### config.mk
export PLATFORM = sky130hd
export DESIGN_NAME = motion_load_and_sprint_detector
export DESIGN_NICKNAME = d
export VERILOG_FILES = /design/src/design/mlsd_pkg.sv /design/src/design/motion_load_and_sprint_detector.sv /design/src/design/mlsd_root.sv /design/src/design/mlsd_front.sv /design/src/design/mlsd_back.sv
export SDC_FILE = /design/constraint.sdc
export NUM_CORES = 2
export LEC_CHECK = 0
export BUFFER_PORTS_ARGS = -buffer_cell sky130_fd_sc_hd__buf_2
export CORE_UTILIZATION = 40
export DETAILED_ROUTE_END_ITERATION = 16
export PLACE_DENSITY = 0.51
export SLEW_MARGIN = 25
export SYNTH_ARGS = -nofsm -noshare
export SYNTH_HDL_FRONTEND = slang
export SYNTH_SLANG_ARGS = --single-unit
### constraint.sdc
create_clock -name clock -period 16.35 [get_ports clock]
set_input_delay 2.4525 -clock clock [delete_from_list [all_inputs] [get_ports clock]]
set_output_delay 2.4525 -clock clock [all_outputs]
set_load 0.01 [all_outputs]
### src/design/mlsd_pkg.sv
package mlsd_pkg;
   localparam int CFG_IDX_BITS = 3;
   localparam logic [CFG_IDX_BITS-1:0] REG_IMPACT = 3'd0;
   localparam logic [CFG_IDX_BITS-1:0] REG_ACCEL  = 3'd1;
   localparam logic [CFG_IDX_BITS-1:0] REG_SCALE  = 3'd2;
   localparam logic [CFG_IDX_BITS-1:0] REG_GPS    = 3'd3;
   localparam logic [CFG_IDX_BITS-1:0] REG_SUSTAIN = 3'd4;
   localparam logic [CFG_IDX_BITS-1:0] REG_COOL   = 3'd5;
   localparam int ROOT_IN_BITS = 52;
   localparam int ROOT_BITS = 26;

   typedef enum logic [2:0] {
      BK_IDLE, BK_ROOT1, BK_ROOT2, BK_MUL, BK_ACC, BK_OUT
   } back_state_type;
endpackage

### src/design/motion_load_and_sprint_detector.sv
// Motion load and sprint detector. One result per sample; each item passes
// twice through the shared bit-serial square root (magnitude, then change
// magnitude) in the back end; a clear item skips both. A two-entry queue
// decouples input acceptance from processing.
module motion_load_and_sprint_detector import mlsd_pkg::*; #(
   parameter int ACCEL_BITS = 16,
   parameter int LOAD_BITS = 48,
   parameter int COUNT_BITS = 16
) (
   input  logic clock,
   input  logic reset,
   input  logic req_valid,
   output logic req_stall,
   input  logic signed [ACCEL_BITS-1:0] req_accel_x,
   input  logic signed [ACCEL_BITS-1:0] req_accel_y,
   input  logic signed [ACCEL_BITS-1:0] req_accel_z,
   input  logic [31:0] req_time_ms,
   input  logic [15:0] req_gps_speed,
   input  logic req_clear_metrics,
   output logic rsp_valid,
   input  logic rsp_stall,
   output logic [15:0] rsp_magnitude,
   output logic [15:0] rsp_peak_impact,
   output logic [LOAD_BITS-1:0] rsp_load_total,
   output logic [COUNT_BITS-1:0] rsp_sprint_total,
   output logic rsp_sprinting,
   output logic rsp_sprint_started,
   output logic rsp_in_cooldown,
   input  logic csr_valid,
   output logic csr_ready,
   input  logic [CFG_IDX_BITS-1:0] csr_index,
   input  logic [15:0] csr_data
);
   logic [15:0] imp_ff, acc_ff, scl_ff, gps_ff, sus_ff, cool_ff;
   logic q_pop, q_valid;
   logic [3*ACCEL_BITS+48:0] q_data;

   assign csr_ready = 1'b1;

   always_ff @(posedge clock) begin
      if (reset) begin
         imp_ff <= 16'd16384; acc_ff <= 16'd4096; scl_ff <= 16'd256;
         gps_ff <= 16'd550; sus_ff <= 16'd300; cool_ff <= 16'd2000;
      end else if (csr_valid) begin
         case (csr_index)
            REG_IMPACT:  imp_ff <= csr_data;
            REG_ACCEL:   acc_ff <= csr_data;
            REG_SCALE:   scl_ff <= csr_data;
            REG_GPS:     gps_ff <= csr_data;
            REG_SUSTAIN: sus_ff <= csr_data;
            REG_COOL:    cool_ff <= csr_data;
            default: ;
         endcase
      end
   end

   mlsd_front #(.ACCEL_BITS(ACCEL_BITS)) u_front (
      .clock(clock), .reset(reset), .req_valid(req_valid), .req_stall(req_stall),
      .req_accel_x(req_accel_x), .req_accel_y(req_accel_y), .req_accel_z(req_accel_z),
      .req_time_ms(req_time_ms), .req_gps_speed(req_gps_speed),
      .req_clear_metrics(req_clear_metrics),
      .q_pop(q_pop), .q_valid(q_valid), .q_data(q_data));

   mlsd_back #(.ACCEL_BITS(ACCEL_BITS), .LOAD_BITS(LOAD_BITS), .COUNT_BITS(COUNT_BITS))
   u_back (
      .clock(clock), .reset(reset), .q_valid(q_valid), .q_data(q_data), .q_pop(q_pop),
      .cfg_impact(imp_ff), .cfg_accel(acc_ff), .cfg_scale(scl_ff), .cfg_gps(gps_ff),
      .cfg_sustain(sus_ff), .cfg_cool(cool_ff),
      .rsp_valid(rsp_valid), .rsp_stall(rsp_stall), .rsp_magnitude(rsp_magnitude),
      .rsp_peak_impact(rsp_peak_impact), .rsp_load_total(rsp_load_total),
      .rsp_sprint_total(rsp_sprint_total), .rsp_sprinting(rsp_sprinting),
      .rsp_sprint_started(rsp_sprint_started), .rsp_in_cooldown(rsp_in_cooldown));
endmodule

### src/design/mlsd_root.sv
module mlsd_root import mlsd_pkg::*; (
   input  logic                    clock,
   input  logic                    reset,
   input  logic                    start,
   input  logic [ROOT_IN_BITS-1:0] value,
   output logic                    done,
   output logic [ROOT_BITS-1:0]    root
);
   localparam int CNT_BITS = $clog2(ROOT_BITS + 1);
   logic [ROOT_IN_BITS-1:0] rem_ff, rem_in, sh_ff, sh_in;
   logic [ROOT_BITS-1:0] q_ff, q_in;
   logic [CNT_BITS-1:0] cnt_ff, cnt_in;
   logic busy_ff, busy_in, done_in, done_ff;
   logic [ROOT_BITS+1:0] trial, cur;

   always_comb begin
      rem_in = rem_ff;
      sh_in = sh_ff;
      q_in = q_ff;
      cnt_in = cnt_ff;
      busy_in = busy_ff;
      done_in = 1'b0;
      cur = {rem_ff[ROOT_BITS-1:0], sh_ff[ROOT_IN_BITS-1 -: 2]};
      trial = {q_ff, 2'b01};
      if (start) begin
         rem_in = '0;
         sh_in = value;
         q_in = '0;
         cnt_in = CNT_BITS'(ROOT_BITS);
         busy_in = 1'b1;
      end else if (busy_ff) begin
         sh_in = {sh_ff[ROOT_IN_BITS-3:0], 2'b00};
         if (cur >= trial) begin
            rem_in = ROOT_IN_BITS'(cur - trial);
            q_in = {q_ff[ROOT_BITS-2:0], 1'b1};
         end else begin
            rem_in = ROOT_IN_BITS'(cur);
            q_in = {q_ff[ROOT_BITS-2:0], 1'b0};
         end
         cnt_in = cnt_ff - 1'b1;
         if (cnt_ff == CNT_BITS'(1)) begin
            busy_in = 1'b0;
            done_in = 1'b1;
         end
      end
   end

   always_ff @(posedge clock) begin
      rem_ff <= rem_in;
      sh_ff <= sh_in;
      q_ff <= q_in;
      cnt_ff <= cnt_in;
      if (reset) begin
         busy_ff <= 1'b0;
         done_ff <= 1'b0;
      end else begin
         busy_ff <= busy_in;
         done_ff <= done_in;
      end
   end

   assign done = done_ff;
   assign root = q_ff;
endmodule

### src/design/mlsd_front.sv
module mlsd_front import mlsd_pkg::*; #(
   parameter int ACCEL_BITS = 16
) (
   input  logic                   clock,
   input  logic                   reset,
   input  logic                   req_valid,
   output logic                   req_stall,
   input  logic signed [ACCEL_BITS-1:0] req_accel_x,
   input  logic signed [ACCEL_BITS-1:0] req_accel_y,
   input  logic signed [ACCEL_BITS-1:0] req_accel_z,
   input  logic [31:0]            req_time_ms,
   input  logic [15:0]            req_gps_speed,
   input  logic                   req_clear_metrics,
   input  logic                   q_pop,
   output logic                   q_valid,
   output logic [3*ACCEL_BITS+49-1:0] q_data
);
   localparam int W = 3*ACCEL_BITS + 49;
   logic [W-1:0] slot_ff [2];
   logic [1:0] full_ff, full_in;
   logic wp_ff, wp_in, rp_ff, rp_in;
   logic push;

   assign req_stall = full_ff[wp_ff];
   assign push = req_valid && !req_stall;
   assign q_valid = full_ff[rp_ff];
   assign q_data = slot_ff[rp_ff];

   always_comb begin
      full_in = full_ff;
      wp_in = wp_ff;
      rp_in = rp_ff;
      if (q_pop && q_valid) begin
         full_in[rp_ff] = 1'b0;
         rp_in = ~rp_ff;
      end
      if (push) begin
         full_in[wp_ff] = 1'b1;
         wp_in = ~wp_ff;
      end
   end

   always_ff @(posedge clock) begin
      if (push)
         slot_ff[wp_ff] <= {req_accel_x, req_accel_y, req_accel_z, req_time_ms,
                            req_gps_speed, req_clear_metrics};
      if (reset) begin
         full_ff <= '0;
         wp_ff <= 1'b0;
         rp_ff <= 1'b0;
      end else begin
         full_ff <= full_in;
         wp_ff <= wp_in;
         rp_ff <= rp_in;
      end
   end
endmodule

### src/design/mlsd_back.sv
module mlsd_back import mlsd_pkg::*; #(
   parameter int ACCEL_BITS = 16,
   parameter int LOAD_BITS = 48,
   parameter int COUNT_BITS = 16
) (
   input  logic                      clock,
   input  logic                      reset,
   input  logic                      q_valid,
   input  logic [3*ACCEL_BITS+49-1:0] q_data,
   output logic                      q_pop,
   input  logic [15:0]               cfg_impact,
   input  logic [15:0]               cfg_accel,
   input  logic [15:0]               cfg_scale,
   input  logic [15:0]               cfg_gps,
   input  logic [15:0]               cfg_sustain,
   input  logic [15:0]               cfg_cool,
   output logic                      rsp_valid,
   input  logic                      rsp_stall,
   output logic [15:0]               rsp_magnitude,
   output logic [15:0]               rsp_peak_impact,
   output logic [LOAD_BITS-1:0]      rsp_load_total,
   output logic [COUNT_BITS-1:0]     rsp_sprint_total,
   output logic                      rsp_sprinting,
   output logic                      rsp_sprint_started,
   output logic                      rsp_in_cooldown
);
   localparam int A = ACCEL_BITS;
   localparam int D = ACCEL_BITS + 1;
   localparam logic [LOAD_BITS-1:0] LOAD_MAX = '1;
   localparam logic [COUNT_BITS-1:0] COUNT_MAX = '1;

   back_state_type st_ff, st_in;
   logic signed [A-1:0] x_ff, y_ff, z_ff, px_ff, py_ff, pz_ff;
   logic [31:0] now_ff;
   logic [15:0] spd_ff;
   logic clr_ff;
   logic [ROOT_BITS-1:0] mag_ff;
   logic [ROOT_BITS+15:0] prod_ff;
   logic [15:0] peak_ff;
   logic [LOAD_BITS-1:0] load_ff;
   logic [COUNT_BITS-1:0] cnt_ff;
   logic sa_ff, ca_ff, started_ff, cool_ff;
   logic [31:0] cstart_ff, lfin_ff;
   logic rsp_valid_ff;

   logic rt_start, rt_done;
   logic [ROOT_IN_BITS-1:0] rt_value;
   logic [ROOT_BITS-1:0] rt_root;
   logic signed [D-1:0] dx, dy, dz;
   logic [D-1:0] ux, uy, uz;
   logic [2*D-1:0] sq_x, sq_y, sq_z;
   logic [ROOT_IN_BITS-1:0] sum_sq;
   logic [ROOT_BITS+15:0] inc;
   logic [LOAD_BITS+ROOT_BITS+15:0] inc_w, head;
   logic prev_nz;

   mlsd_root u_root (.clock(clock), .reset(reset), .start(rt_start), .value(rt_value),
                     .done(rt_done), .root(rt_root));

   always_comb begin
      if (st_ff == BK_ROOT1) begin
         dx = D'(x_ff);
         dy = D'(y_ff);
         dz = D'(z_ff);
      end else begin
         dx = D'(x_ff) - D'(px_ff);
         dy = D'(y_ff) - D'(py_ff);
         dz = D'(z_ff) - D'(pz_ff);
      end
      ux = dx[D-1] ? D'(-dx) : D'(dx);
      uy = dy[D-1] ? D'(-dy) : D'(dy);
      uz = dz[D-1] ? D'(-dz) : D'(dz);
      sq_x = ux * ux;
      sq_y = uy * uy;
      sq_z = uz * uz;
      sum_sq = ROOT_IN_BITS'(sq_x) + ROOT_IN_BITS'(sq_y) + ROOT_IN_BITS'(sq_z);
      rt_value = sum_sq;
   end

   assign prev_nz = (px_ff != '0) || (py_ff != '0) || (pz_ff != '0);
   assign inc = prod_ff >> 8;
   assign inc_w = (LOAD_BITS+ROOT_BITS+16)'(load_ff) + (LOAD_BITS+ROOT_BITS+16)'(inc);
   assign head = inc_w >> LOAD_BITS;
   assign q_pop = (st_ff == BK_IDLE) && q_valid;

   logic [A-1:0] ax_abs_n;
   logic [A:0] ax_abs;
   assign ax_abs_n = x_ff[A-1] ? A'(-x_ff) : A'(x_ff);
   assign ax_abs = (x_ff[A-1] && ax_abs_n == '0) ? {1'b1, {A{1'b0}}} : {1'b0, ax_abs_n};

   always_comb begin
      st_in = st_ff;
      rt_start = 1'b0;
      case (st_ff)
         BK_IDLE:  if (q_valid) st_in = BK_ROOT1;
         BK_ROOT1: begin
            if (clr_ff) st_in = BK_OUT;
            else begin
               rt_start = 1'b1;
               st_in = BK_ROOT2;
            end
         end
         BK_ROOT2: if (rt_done) begin
            st_in = BK_MUL;
            rt_start = 1'b1;
         end
         BK_MUL:   if (rt_done) st_in = BK_ACC;
         BK_ACC:   st_in = BK_OUT;
         BK_OUT:   if (!rsp_valid_ff || !rsp_stall) st_in = BK_IDLE;
         default:  st_in = BK_IDLE;
      endcase
   end

   logic [31:0] tcool, tcand;
   logic gps_fast, ca_n, imu_fast, now_sprint, in_cool, sprint_end;
   assign tcool = now_ff - lfin_ff;
   assign in_cool = tcool < 32'(cfg_cool);
   assign gps_fast = spd_ff > cfg_gps;
   assign ca_n = ax_abs > (A+1)'(cfg_accel);
   assign tcand = now_ff - (ca_ff ? cstart_ff : now_ff);
   assign imu_fast = ca_n && (tcand >= 32'(cfg_sustain));
   assign now_sprint = gps_fast || imu_fast;
   assign sprint_end = !now_sprint && sa_ff;

   always_ff @(posedge clock) begin
      if (st_ff == BK_IDLE && q_valid) begin
         x_ff <= q_data[3*A+48 -: A];
         y_ff <= q_data[2*A+48 -: A];
         z_ff <= q_data[A+48 -: A];
         now_ff <= q_data[48:17];
         spd_ff <= q_data[16:1];
         clr_ff <= q_data[0];
      end
      if (st_ff == BK_ROOT2 && rt_done) mag_ff <= rt_root;
      if (st_ff == BK_MUL && rt_done) prod_ff <= rt_root * cfg_scale;
      if (reset) begin
         st_ff <= BK_IDLE;
         rsp_valid_ff <= 1'b0;
         px_ff <= '0; py_ff <= '0; pz_ff <= '0;
         peak_ff <= '0; load_ff <= '0; cnt_ff <= '0;
         sa_ff <= 1'b0; ca_ff <= 1'b0; cstart_ff <= '0; lfin_ff <= '0;
      end else begin
         st_ff <= st_in;
         if (st_ff == BK_ROOT1 && clr_ff) begin
            load_ff <= '0; peak_ff <= '0; cnt_ff <= '0;
            mag_ff <= '0;
            started_ff <= 1'b0; cool_ff <= 1'b0;
         end
         if (st_ff == BK_ACC) begin
            if (mag_ff > ROOT_BITS'(cfg_impact) && mag_ff > ROOT_BITS'(peak_ff))
               peak_ff <= 16'(mag_ff);
            if (prev_nz) load_ff <= (head != '0) ? LOAD_MAX : LOAD_BITS'(inc_w);
            px_ff <= x_ff; py_ff <= y_ff; pz_ff <= z_ff;
            started_ff <= !in_cool && now_sprint && !sa_ff;
            cool_ff <= in_cool;
            if (in_cool) begin
               sa_ff <= 1'b0; ca_ff <= 1'b0;
            end else begin
               ca_ff <= ca_n && !sprint_end;
               if (ca_n && !ca_ff) cstart_ff <= now_ff;
               if (now_sprint && !sa_ff) begin
                  if (cnt_ff != COUNT_MAX) cnt_ff <= cnt_ff + 1'b1;
                  sa_ff <= 1'b1;
               end else if (sprint_end) begin
                  sa_ff <= 1'b0; lfin_ff <= now_ff;
               end
            end
         end
         if (st_ff == BK_OUT && (!rsp_valid_ff || !rsp_stall)) begin
            rsp_valid_ff <= 1'b1;
            rsp_magnitude <= 16'(mag_ff);
            rsp_peak_impact <= peak_ff;
            rsp_load_total <= load_ff;
            rsp_sprint_total <= cnt_ff;
            rsp_sprinting <= sa_ff;
            rsp_sprint_started <= started_ff;
            rsp_in_cooldown <= cool_ff;
         end else if (rsp_valid_ff && !rsp_stall) begin
            rsp_valid_ff <= 1'b0;
         end
      end
   end

   assign rsp_valid = rsp_valid_ff;
endmodule

==> flow_summary.json <==
{
  "initial_core_util_pct": 40.32,
  "maxSlewViolCount": 0,
  "max_slew_margin_pct": 24.73,
  "clk_pin_slew_ps": 60,
  "cts_max_path_buffers": 3,
  "htree_levels": 3,
  "finalHoldViolations": 0,
  "fin_nets": 10460,
  "cp_common_cell": "fa_1",
  "antenna_found_initial": 15,
  "ios": 223,
  "period_needed_ps": 15560,
  "vias": 58310,
  "synth_edf_count": 478,
  "detail-route-antenna-nets": 0,
  "wirelength_um": 219000,
  "syn_area_mm2": 0.08167,
  "crit_path_max_incr_delay_ps": 550,
  "drtIter0Drc": 3435,
  "syn_to_final_growth_pct": 9.818,
  "cts_setup_buffers": 0,
  "die_height_um": 453.9,
  "yosysSeqAreaShare_pct": 26.96,
  "crit_slowest_cell": "fa_1",
  "dp_hpwl_um": 173500,
  "ys_ff_latch": 861,
  "status": "finished, final reports clean",
  "finalCritPeriodShare_pct": 95.16,
  "grt_overflow": 0,
  "async_flop_share_pct": 0,
  "grt_usage_pct": 21.51,
  "numCtsBuffers": 101,
  "clkLatencyLatePin_ps": 770,
  "crit_path_start_kind": "flip-flop",
  "avgSynthCellArea_um2": 9.670,
  "post-route-drc-count": 0,
  "yosysWarnings": 0,
  "worstPathRequired_ps": 16750,
  "grt_max_degree": 80,
  "drive_gt1_share_pct": 8.759,
  "cap_viol_max_count": 0,
  "synth_cell_types": 121,
  "cts-resized-gates": 0,
  "fmax_mhz": 64.27,
  "io_buffers": 221,
  "wl_per_cell_um": 19.21,
  "cts-root-buf": "clkbuf_16",
  "design_area_mm2": 0.08968,
  "critPathMaxFanout": 11,
  "cts_sinks": 861,
  "dieArea_mm2": 0.2060,
  "finalSetupTns_ps": 0,
  "cts_hold_buf": 0,
  "grt_pass1_vias": 59930,
  "endpoint_kind": "flip-flop",
  "worst_pin_slew_ps": 1128,
  "setup_violations": 0,
  "worst_slack_ps": 791.3,
  "finalClockSkew_ps": 107.8,
  "critPathKind": "flip-flop to flip-flop",
  "grt_pass1_wl_um": 344600,
  "rrSetupSlack_ps": 790,
  "fp.coreArea_mm2": 0.2025,
  "hold_class": "flip-flop to flip-flop",
  "place_area_mm2": 0.08614,
  "die_x_um": 453.9,
  "cts_tree": "built",
  "synth_cells": 8445,
  "arrival_ps": 15960,
  "place_congestion": 0.9059,
  "rows": 165,
  "drt_pre_antenna_iters": 5,
  "detailedPlace.worstSlack_ps": 594.6,
  "via_per_inst": 5.115,
  "ys.flop_type": "edfxtp_1"
}
[critical path: cells and delay by family (launching register included)]
family                     cells  cell delay, ps
buffers and inverters         12            1160
xor gates and xnor gates       2             300
DFF                            1             490
AOI/OAI and AO/OA             24            5090
adders and majority gates     17            7820
and+or+nand+nor                2             320
[stage by stage]
stage | hold slack, ps | util, % | std cells
CTS | 456.5 | 44.26 | 11390
detailed placement | 442.2 | 42.53 | 11200
floorplan | 400.3 | - | 8479
global route | 473.9 | 44.28 | 11400
finish | 456.5 | 44.28 | 11400
global placement | 441.5 | 42.53 | 11200
[area by class of cell]
cell class              count  area, um^2
well taps                2672        3343
fillers                 19500      112800
multi-input cells        5758       52810
clock inverters            56       711.9
clock buffers             135        2799
flip-flops and latches    861       22030
inverters                1555        5839
repair buffers            357        2137
diodes                      6       15.01
[cells in the final DEF (no fill, tap or decap), types with 23 or more instances in the layout]
cell and n:
o31ai_1 28, mux2_2 104, xor2_1 100, a211oi_1 34, a22o_1 23, or3_1 28
nor2b_1 56, nand2_1 999, or2_2 24, nor3_1 76, o21a_1 63, ha_1 691
buf_4 136, nand3_1 81, o21ai_0 178, xnor2_1 156, nand4_1 51, fa_1 1015
nand2b_1 62, and3_1 37, inv_2 23, a311oi_1 31, clkbuf_16 104, mux2i_1 161
a31oi_1 32, o21bai_1 35, clkbuf_1 23, o211ai_1 25, buf_2 220, and2_1 161
nor4_1 28, a21o_1 116, nor2_1 534, dfxtp_1 376, inv_1 1526, a21oi_1 473
conb_1 36, o21ai_1 28, edfxtp_1 478
[worst paths after layout]
path	cells after the start	from	endpoint
worst max-delay path	57	u_back.x_ff[0]	u_back.u_root.sh_ff[36]
worst min register to register	2	scl_ff[6]	scl_ff[6]
worst min-delay path	2	scl_ff[6]	scl_ff[6]
worst max register to register	57	u_back.x_ff[0]	u_back.u_root.sh_ff[36]
[cell families (layout without fill, tap and decap cells)]
| family | after synthesis | after routing | synth area share, % |
|---|---|---|---|
| simple gates | 2237 | 2237 | 12.54 |
| flops | 861 | 861 | 26.96 |
| other cells | 2 | 42 | 0.009196 |
| buf+inv | 1860 | 2103 | 8.681 |
| fa+ha+maj | 1706 | 1706 | 35.47 |
| xor+xnor | 269 | 269 | 3.007 |
| compound gates | 1241 | 1241 | 9.851 |
| mux | 269 | 269 | 3.476 |
[state kept, by name, indices dropped and copies added, names as in the netlist, 32 cells and up]
name,flops
u_back.now_ff,32
u_back.cstart_ff,32
u_back.load_ff,48
u_back.prod_ff,34
u_back.lfin_ff,32
u_back.rsp_load_total,48
u_front.slot_ff,194
u_back.u_root.sh_ff,52
[per-layer routing]
metal  share of wire (%)  track usage [%]  vias to the layer above
met5              0.0059                0                        -
met2                  48            36.13                     1049
met4                 1.8            4.577                        2
li1                    -                -                    27770
met1                  46            29.95                    29280
met3                 3.8            2.115                      214
[synthesized netlist by cell type (all sizes together) (107+ instances only)]
cell type	number	share of area, %
a21o	116	1.1
a21oi	473	2.9
and2	162	1.2
clkbuf	259	1.2
dfxtp	383	9.4
edfxtp	478	18
fa	1015	25
ha	691	11
inv	1550	7.1
mux2	107	1.5
mux2i	162	2.0
nand2	1002	4.6
nor2	540	2.5
o21ai	211	1.3
xnor2	163	1.8
Power is left out: the tool's default activity adds up to more than one toggle a clock period on the data nets, which glitch-free logic cannot reach.
